==> config.mk <==
export PLATFORM = sky130hd
export DESIGN_NAME = disk_parameter_block_skew_table
export DESIGN_NICKNAME = d
export VERILOG_FILES = /design/src/rtl/core/dpbst_pkg.sv /design/src/rtl/core/dpbst_alu.sv /design/src/rtl/core/dpbst_record.sv /design/src/rtl/core/disk_parameter_block_skew_table.sv
export VERILOG_INCLUDE_DIRS = /design/src /design/src/rtl/core
export SDC_FILE = /design/constraint.sdc
export NUM_CORES = 1
export LEC_CHECK = 0
export ABC_AREA = 1
export BUFFER_PORTS_ARGS = -buffer_cell sky130_fd_sc_hd__clkbuf_2
export CORE_MARGIN = 2
export CORE_UTILIZATION = 45
export CTS_BUF_LIST = sky130_fd_sc_hd__clkbuf_4 sky130_fd_sc_hd__clkbuf_8 sky130_fd_sc_hd__clkbuf_16
export DETAILED_ROUTE_END_ITERATION = 8
export PLACE_DENSITY_LB_ADDON = 0.05
export SYNTH_ARGS = -nofsm -noshare
export SYNTH_HDL_FRONTEND = slang
export SYNTH_SLANG_ARGS = --single-unit
export TNS_END_PERCENT = 100
==> constraint.sdc <==
create_clock -name clk -period 11 [get_ports clk]
set_clock_uncertainty 0.1 [all_clocks]
set_input_delay 2.2 -clock clk [delete_from_list [all_inputs] [get_ports clk]]
set_output_delay 2.2 -clock clk [all_outputs]
set_load 0.1 [all_outputs]
==> src/rtl/core/disk_parameter_block_skew_table_defines.svh <==
// Assertion macros for the disk parameter block and skew table core.
// No dependencies; included by the modules that carry assertions.
`ifndef DISK_PARAMETER_BLOCK_SKEW_TABLE_DEFINES_SVH
`define DISK_PARAMETER_BLOCK_SKEW_TABLE_DEFINES_SVH

`ifndef ASSERT_OFF
// Checked only outside reset.
`define DPBST_ASSERT(lbl, clk, rst_n, prop, msg) \
	lbl: assert property (@(posedge clk) disable iff (!rst_n) prop) else $error(msg);
// Checked at every edge, reset included.
`define DPBST_ASSERT_ALWAYS(lbl, clk, prop, msg) \
	lbl: assert property (@(posedge clk) prop) else $error(msg);
`else
`define DPBST_ASSERT(lbl, clk, rst_n, prop, msg)
`define DPBST_ASSERT_ALWAYS(lbl, clk, prop, msg)
`endif

`endif

==> src/rtl/core/dpbst_pkg.sv <==
// Shared types and constants for the disk parameter block and skew table core.
// No dependencies.
package dpbst_pkg;

	localparam int MAX_SECTORS_DEF = 32;
	localparam int DIR_BITMAP_BITS = 16;
	localparam int SEC_W           = 6;
	localparam int OFS_W           = SEC_W + 1;
	localparam int ALU_W           = 17;
	localparam int ONES_W          = $clog2(DIR_BITMAP_BITS + 1);

	typedef enum logic [2:0] {
		ST_IDLE,
		ST_MOD,
		ST_DIV,
		ST_REC,
		ST_WALK
	} st_t;

	typedef struct packed {
		logic [ALU_W-1:0] a;
		logic [ALU_W-1:0] b;
	} alu_req_t;

	typedef struct packed {
		logic [ALU_W-1:0] diff;
		logic             ge;
	} alu_rsp_t;

	typedef struct packed {
		logic [SEC_W-1:0] sectors;
		logic [2:0]       shift;
		logic [6:0]       mask;
		logic [3:0]       ext;
		logic [15:0]      max_block;
		logic [15:0]      max_dir;
		logic [13:0]      check_size;
		logic [13:0]      alloc_bytes;
		logic [9:0]       per_blk;
	} rec_t;

endpackage

==> src/rtl/core/dpbst_alu.sv <==
// Shared subtract and compare unit of the parameter block sequencer.
// Depends on dpbst_pkg.
module dpbst_alu import dpbst_pkg::*; (
	input  alu_req_t req,
	output alu_rsp_t rsp
);

	logic [ALU_W:0] full;

	// The carry out of a + ~b + 1 is set exactly when a >= b.
	assign full     = {1'b0, req.a} + {1'b0, ~req.b} + {{ALU_W{1'b0}}, 1'b1};
	assign rsp.diff = full[ALU_W-1:0];
	assign rsp.ge   = full[ALU_W];

endmodule

==> src/rtl/core/dpbst_record.sv <==
// Decode of the fixed fields of the disk parameter record.
// Depends on dpbst_pkg.
module dpbst_record import dpbst_pkg::*; #(
	parameter int MAX_SECTORS = MAX_SECTORS_DEF
) (
	input  logic [7:0]  first_sector,
	input  logic [7:0]  last_sector,
	input  logic [14:0] block_size,
	input  logic [15:0] disk_blocks,
	input  logic [15:0] dir_entries,
	input  logic [15:0] checked_entries,
	input  logic        use_fixed_extent,
	input  logic [3:0]  fixed_extent_mask,
	output rec_t        rec
);

	logic [8:0]  span;
	logic [7:0]  recs;
	logic [4:0]  kblk;
	logic [2:0]  klog;
	logic [3:0]  ext_raw;
	logic [16:0] av_sum;

	always_comb begin
		if (last_sector >= first_sector) begin
			span = {1'b0, last_sector} - {1'b0, first_sector} + 9'd1;
		end else begin
			span = 9'd1;
		end
		if (span > 9'(MAX_SECTORS)) begin
			rec.sectors = SEC_W'(MAX_SECTORS);
		end else begin
			rec.sectors = span[SEC_W-1:0];
		end
	end

	// Floor of log2 by priority encode; values of zero and one both give zero.
	assign recs = block_size[14:7];
	always_comb begin
		rec.shift = 3'd0;
		for (int i = 1; i < 8; i++) begin
			if (recs[i]) begin
				rec.shift = 3'(i);
			end
		end
	end
	assign rec.mask = 7'((8'd1 << rec.shift) - 8'd1);

	assign kblk = block_size[14:10];
	always_comb begin
		klog = 3'd0;
		for (int i = 1; i < 5; i++) begin
			if (kblk[i]) begin
				klog = 3'(i);
			end
		end
		ext_raw = 4'((5'd1 << klog) - 5'd1);
		if (disk_blocks > 16'd256) begin
			ext_raw = ext_raw >> 1;
		end
		rec.ext = use_fixed_extent ? fixed_extent_mask : ext_raw;
	end

	assign av_sum          = {1'b0, disk_blocks} + 17'd7;
	assign rec.max_block   = disk_blocks - 16'd1;
	assign rec.max_dir     = dir_entries - 16'd1;
	assign rec.check_size  = checked_entries[15:2];
	assign rec.alloc_bytes = av_sum[16:3];
	assign rec.per_blk     = block_size[14:5];

endmodule

==> src/rtl/core/disk_parameter_block_skew_table.sv <==
// Top level of the disk parameter block and sector skew table core.
// Depends on dpbst_pkg, dpbst_alu, dpbst_record and the defines header.
//
// Channel   Direction  Handshake            Contents
// request   in         start, busy          one disk definition
// result    out        strobe (one cycle)   parameter record, then skew entries
//
// A request is taken when start is high and busy is low. The sequencer reduces
// the skew below the sector count, counts directory blocks (ones at most
// DIR_BITMAP_BITS), shows the record and, when skew is nonzero, walks one
// table entry per sector. Both loops run on the single shared subtractor, which
// also folds the table offset back below the sector count during the walk.
// Reset is asynchronous and returns the sequencer to idle. The receiver cannot
// stall: each result is shown for exactly one cycle under strobe.
`include "disk_parameter_block_skew_table_defines.svh"
module disk_parameter_block_skew_table import dpbst_pkg::*; #(
	parameter int MAX_SECTORS = MAX_SECTORS_DEF
) (
	input  logic        clk,
	input  logic        arst_n,
	input  logic        start,
	output logic        busy,
	input  logic [7:0]  first_sector,
	input  logic [7:0]  last_sector,
	input  logic [5:0]  skew,
	input  logic [14:0] block_size,
	input  logic [15:0] disk_blocks,
	input  logic [15:0] dir_entries,
	input  logic [15:0] checked_entries,
	input  logic        use_fixed_extent,
	input  logic [3:0]  fixed_extent_mask,
	output logic        strobe,
	output logic        kind,
	output logic        last,
	output logic [5:0]  sectors_per_track,
	output logic [2:0]  block_shift,
	output logic [6:0]  block_mask,
	output logic [3:0]  extent_mask,
	output logic [15:0] max_block,
	output logic [15:0] max_dir,
	output logic [15:0] dir_alloc_bitmap,
	output logic [13:0] check_size,
	output logic [13:0] alloc_vector_bytes,
	output logic [7:0]  translated_sector
);

	// Latched request fields.
	logic [7:0]  first_q;
	logic [7:0]  last_q;
	logic [5:0]  skew_q;
	logic [14:0] bsize_q;
	logic [15:0] dks_q;
	logic [15:0] dir_q;
	logic [15:0] cks_q;
	logic        usefix_q;
	logic [3:0]  fixmask_q;

	st_t state_q, state_d;

	// Working registers of the two subtract loops and the table walk.
	logic [ALU_W-1:0]  rem_q;
	logic [SEC_W-1:0]  step_q;
	logic [ONES_W-1:0] ones_q;
	logic [SEC_W-1:0]  next_offset_q;
	logic [SEC_W-1:0]  cycle_base_q;
	logic [SEC_W-1:0]  entries_q;

	rec_t     rec;
	alu_req_t alu_req;
	alu_rsp_t alu_rsp;

	logic             accept;
	logic             div_done;
	logic             walk_last;
	logic [OFS_W-1:0] ofs_sum;
	logic [SEC_W-1:0] ofs_next;
	logic [SEC_W-1:0] base_next;

	dpbst_record #(
		.MAX_SECTORS(MAX_SECTORS)
	) u_record (
		.first_sector     (first_q),
		.last_sector      (last_q),
		.block_size       (bsize_q),
		.disk_blocks      (dks_q),
		.dir_entries      (dir_q),
		.checked_entries  (cks_q),
		.use_fixed_extent (usefix_q),
		.fixed_extent_mask(fixmask_q),
		.rec              (rec)
	);

	dpbst_alu u_alu (
		.req(alu_req),
		.rsp(alu_rsp)
	);

	assign accept    = start && !busy;
	assign div_done  = (rem_q == '0) || (ones_q == ONES_W'(DIR_BITMAP_BITS));
	assign walk_last = (entries_q == rec.sectors - SEC_W'(1));
	assign ofs_sum   = {1'b0, next_offset_q} + {1'b0, step_q};
	assign base_next = cycle_base_q + SEC_W'(1);

	// The subtractor serves the skew reduction, the directory block count and
	// the wrap of the table offset; the sequencer picks its operands.
	always_comb begin
		case (state_q)
			ST_DIV: begin
				alu_req.a = rem_q;
				alu_req.b = ALU_W'(rec.per_blk);
			end
			ST_WALK: begin
				alu_req.a = ALU_W'(ofs_sum);
				alu_req.b = ALU_W'(rec.sectors);
			end
			default: begin
				alu_req.a = rem_q;
				alu_req.b = ALU_W'(rec.sectors);
			end
		endcase
	end

	// Offset after one skew step, folded below the sector count.
	assign ofs_next = alu_rsp.ge ? alu_rsp.diff[SEC_W-1:0] : ofs_sum[SEC_W-1:0];

	always_comb begin
		state_d = state_q;
		case (state_q)
			ST_IDLE: begin
				if (start) begin
					state_d = ST_MOD;
				end
			end
			ST_MOD: begin
				if (!alu_rsp.ge) begin
					state_d = ST_DIV;
				end
			end
			ST_DIV: begin
				if (div_done) begin
					state_d = ST_REC;
				end
			end
			ST_REC: begin
				state_d = (skew_q == '0) ? ST_IDLE : ST_WALK;
			end
			ST_WALK: begin
				if (walk_last) begin
					state_d = ST_IDLE;
				end
			end
			default: begin
				state_d = ST_IDLE;
			end
		endcase
	end

	always_ff @(posedge clk or negedge arst_n) begin
		if (!arst_n) begin
			state_q <= ST_IDLE;
		end else begin
			state_q <= state_d;
		end
	end

	always_ff @(posedge clk) begin
		if (accept) begin
			first_q   <= first_sector;
			last_q    <= last_sector;
			skew_q    <= skew;
			bsize_q   <= block_size;
			dks_q     <= disk_blocks;
			dir_q     <= dir_entries;
			cks_q     <= checked_entries;
			usefix_q  <= use_fixed_extent;
			fixmask_q <= fixed_extent_mask;
			rem_q     <= ALU_W'(skew);
		end else begin
			case (state_q)
				ST_MOD: begin
					if (alu_rsp.ge) begin
						rem_q <= alu_rsp.diff;
					end else begin
						step_q <= rem_q[SEC_W-1:0];
						rem_q  <= ALU_W'(dir_q);
						ones_q <= '0;
					end
				end
				ST_DIV: begin
					// Counting subtractions until the remainder is used up gives
					// the rounded-up quotient, capped at the bitmap width.
					if (!div_done) begin
						rem_q  <= alu_rsp.ge ? alu_rsp.diff : '0;
						ones_q <= ones_q + ONES_W'(1);
					end
				end
				default: begin
				end
			endcase
		end
	end

	// Table walk registers.
	always_ff @(posedge clk or negedge arst_n) begin
		if (!arst_n) begin
			next_offset_q <= '0;
			cycle_base_q  <= '0;
			entries_q     <= '0;
		end else begin
			case (state_q)
				ST_REC: begin
					next_offset_q <= '0;
					cycle_base_q  <= '0;
					entries_q     <= '0;
				end
				ST_WALK: begin
					// The offset orbit closes when it comes back to the base of
					// the current cycle; the next cycle then starts one higher.
					if (ofs_next == cycle_base_q) begin
						cycle_base_q  <= base_next;
						next_offset_q <= base_next;
					end else begin
						next_offset_q <= ofs_next;
					end
					entries_q <= entries_q + SEC_W'(1);
				end
				default: begin
				end
			endcase
		end
	end

	// Result outputs, decoded from the sequencer state.
	always_comb begin
		busy               = (state_q != ST_IDLE);
		strobe             = 1'b0;
		kind               = 1'b0;
		last               = 1'b0;
		sectors_per_track  = '0;
		block_shift        = '0;
		block_mask         = '0;
		extent_mask        = '0;
		max_block          = '0;
		max_dir            = '0;
		dir_alloc_bitmap   = '0;
		check_size         = '0;
		alloc_vector_bytes = '0;
		translated_sector  = '0;
		case (state_q)
			ST_REC: begin
				strobe             = 1'b1;
				last               = (skew_q == '0);
				sectors_per_track  = rec.sectors;
				block_shift        = rec.shift;
				block_mask         = rec.mask;
				extent_mask        = rec.ext;
				max_block          = rec.max_block;
				max_dir            = rec.max_dir;
				dir_alloc_bitmap   = ~({DIR_BITMAP_BITS{1'b1}} >> ones_q);
				check_size         = rec.check_size;
				alloc_vector_bytes = rec.alloc_bytes;
			end
			ST_WALK: begin
				strobe            = 1'b1;
				kind              = 1'b1;
				last              = walk_last;
				translated_sector = first_q + 8'(next_offset_q);
			end
			default: begin
			end
		endcase
	end

	`DPBST_ASSERT(a_accept_no_result, clk, arst_n, accept |=> busy && !strobe, "result right after request")
	`DPBST_ASSERT(a_last_frees, clk, arst_n, strobe && last |=> !busy, "busy after final result")
	`DPBST_ASSERT(a_table_follows, clk, arst_n, strobe && !kind && !last |=> strobe && kind, "table did not follow record")
	`DPBST_ASSERT_ALWAYS(a_reset_quiet, clk, !arst_n |-> !strobe && !busy, "activity during reset")

endmodule
==> metrics <==
post-synth top area share 0.344; DR vias/cell between 5 and 6; Ports 201; FF-to-FF setup slack between 4 and 5 ns; initial antenna violation count 0; Net Switching just under 2000 uW; post-synthesis sequential area ratio 0.429; commonest cells in the netlist nand2_1 (217), inv_1 (194), nor2_1 (125), edfxtp_1 (100), nand3_1 (77); number of setup buffers added after CTS 0; Max-slew headroom 0.306; total grt overflow 0; endpoints failing setup 0; CTS sink cnt around 130; clock buffer depth 2; worst min path class reg2reg; Die Height 143 microns; startpoint class of the critical path flip-flop; count of cells resized by post-cts repair 0; most frequent cell after synthesis nand2_1; die area a little over 20,000 sq um; ys flop type edfxtp_1; Pleak about 0.0053 uW; final cycle utilization of the critical path 0.642; All-Layer GR Usage 0.219; area delta synth->final 21.0%; DRT Wirelength 22,400 microns; largest area contributor in the netlist edfxtp_1; Distinct cells, synth between 40 and 50; via count around 8,000; Initial DRC Count 510; hold_buf cts 0; nets@finish 1,455; Placed Instances between 1,500 and 2,000; setup TNS 0 ns; register bit count reported by yosys about 130; PD cells between 300 and 400 nW/um^2; Fin. Hold Viols 0; row cnt 50; routability cong. between 0.8 and 0.9; CTS tree yes; WP data required between 8 and 9 ns; root buf cell clkbuf_16; CORE AREA between 15,000 and 20,000 sq um; crit path DAT 4.76 ns; Max-Cap Viols 0; unrepaired setup endpoints after global routing no; share of cells above drive strength 1 0.183; Reg clk slew, reported paths roughly 0.060 ns; CP Capture Type output port; Mapped Area between 8000 and 9000 sq um; drt first pass iters 5; Fmax ~140 MHz; HPWL after DPL around 17,000 microns; Synth async-reset ratio 0.159; number of global-route vias before repair between 7,000 and 8,000; H-tree depth 4; sequential share of power 0.231; Avg WL per Cell about 14 microns; Clk Latency, worst-skew pair about 0.43 ns; status completed; Initial Util 0.462; global-route wire length before repair 35,200 microns; Worst-Margin Slew between 1 and 1.5 ns; clock share of power 0.161; main area contributors after synthesis edfxtp_1 (34%), nand2_1 (9.3%), inv_1 (8.3%); DIE WIDTH ~140 microns; CTS Buf Count 17; Post-synth EDFFs 100; syn_area_per_cell 7.85 sq um; Mapped Cells between 1,000 and 1,500; Worst Path Max Fanout 7; Logic pwr share 0.607; internal power 1600 uW; # diodes 0; Final Power roughly 3600 uW; Max VDD drop between 0.15 and 0.2 mV; syn_nets 1,262; antenna-violating nets left 0; Period minus WS final about 7.1 ns; Buffers on Ports 193; max-slew violation count 0; Switching Fraction 0.551; non-filler cells, final about 1,600; largest net degree at the start of global routing 53; Ys Warns 0; critical path class reg2out; drc violations 0
-- cells in the final DEF, fill, tap and decap left out, drive strengths merged, types with 5 or more instances in the layout --
master / count
dfrtp: 21
xnor2: 8
ha: 49
a21oi: 75
edfxtp: 100
clkbuf: 212
nand4: 20
o21a: 5
nor4: 10
xor2: 22
a31oi: 11
dfxtp: 11
o21ai: 73
inv: 201
nor2: 128
nand2: 218
nor3: 26
nand3: 78
fa: 7
-- metrics by stage --
stage	setup WS, ns	area [sq um]	utilization	hold WS, ns
6_report	3.94	10600	0.560	0.393
5_1_grt	3.48	10600	0.560	0.418
4_1_cts	3.90	10600	0.560	0.389
3_5_place_dp	4.36	9980	0.528	0.369
3_3_place_gp	4.42	9980	0.528	0.363
2_1_floorplan	3.85	8730	-	0.346
-- per-layer routing --
layer / GRT usage / up-vias / routed length (microns)
met4: 0.0537 / 0 / 255
li1: - / 4092 / -
met1: 0.296 / 3594 / 10400
met3: 0.0427 / 17 / 1310
met5: 0 / - / 0
met2: 0.364 / 224 / 10400
-- state kept, by name, summed over array words and instances, names as in the netlist --
signal	flops
bsize_q	10
cks_q	14
cycle_base_q	6
dir_q	16
dks_q	16
entries_q	6
first_q	8
fixmask_q	4
last_q	8
next_offset_q	6
ones_q	5
rem_q	17
skew_q	6
state_q	3
step_q	6
usefix_q	1
-- worst paths after layout --
path,start,to,cells after the start
min reg2reg,rem_q[0],step_q[0],0
min in group asynchronous,arst_n,cycle_base_q[3],1
max in group asynchronous,arst_n,entries_q[2],1
max reg2reg,first_q[1],cycle_base_q[3],32
max,first_q[1],last,24
min,rem_q[0],step_q[0],0
-- power groups by stage --
stage	registers, uW	logic [uW]	clock network, uW
final	824	2160	574
after global routing	843	2380	601
after CTS	823	2160	583
after detailed placement	832	2150	0
after global placement	829	2140	0
after floorplan	807	1760	0
-- critical path, stage by stage, from the launching register on --
cell and delay [ns]:
edfxtp_1 0.45, inv_1 0.08, ha_1 0.33, inv_1 0.05
ha_1 0.21, fa_1 0.45, nor2_1 0.11, nand2_1 0.06
nor2_1 0.10, nand3_1 0.07, nand2_1 0.08, nand2_1 0.05
nor2_1 0.24, nand3_1 0.14, nand2_1 0.14, inv_1 0.14
ha_1 0.32, xor2_1 0.15, nand2_1 0.06, nor2_1 0.09
nand2_1 0.06, nor2_1 0.08, nand3_1 0.12, o22ai_1 0.23
clkbuf_2 0.52
-- cell families after synthesis --
logic type,after synthesis,share of synthesized area
xor+xnor,30,0.0301
flops,132,0.429
compound gates,191,0.121
simple gates,484,0.239
buf+inv,220,0.0947
fa+ha+maj,56,0.0862
-- area by class of cell --
| class | instances | area (sq um) |
|---|---|---|
| fill | 1887 | 8320 |
| multi-input combinational | 761 | 4170 |
| sequential | 132 | 3750 |
| timing repair buffer | 197 | 996 |
| inverter | 197 | 739 |
| clock buffer | 19 | 440 |
| tap | 260 | 325 |
| clock inverter | 13 | 151 |
No activity file was read; power rests on OpenSTA's default activity.
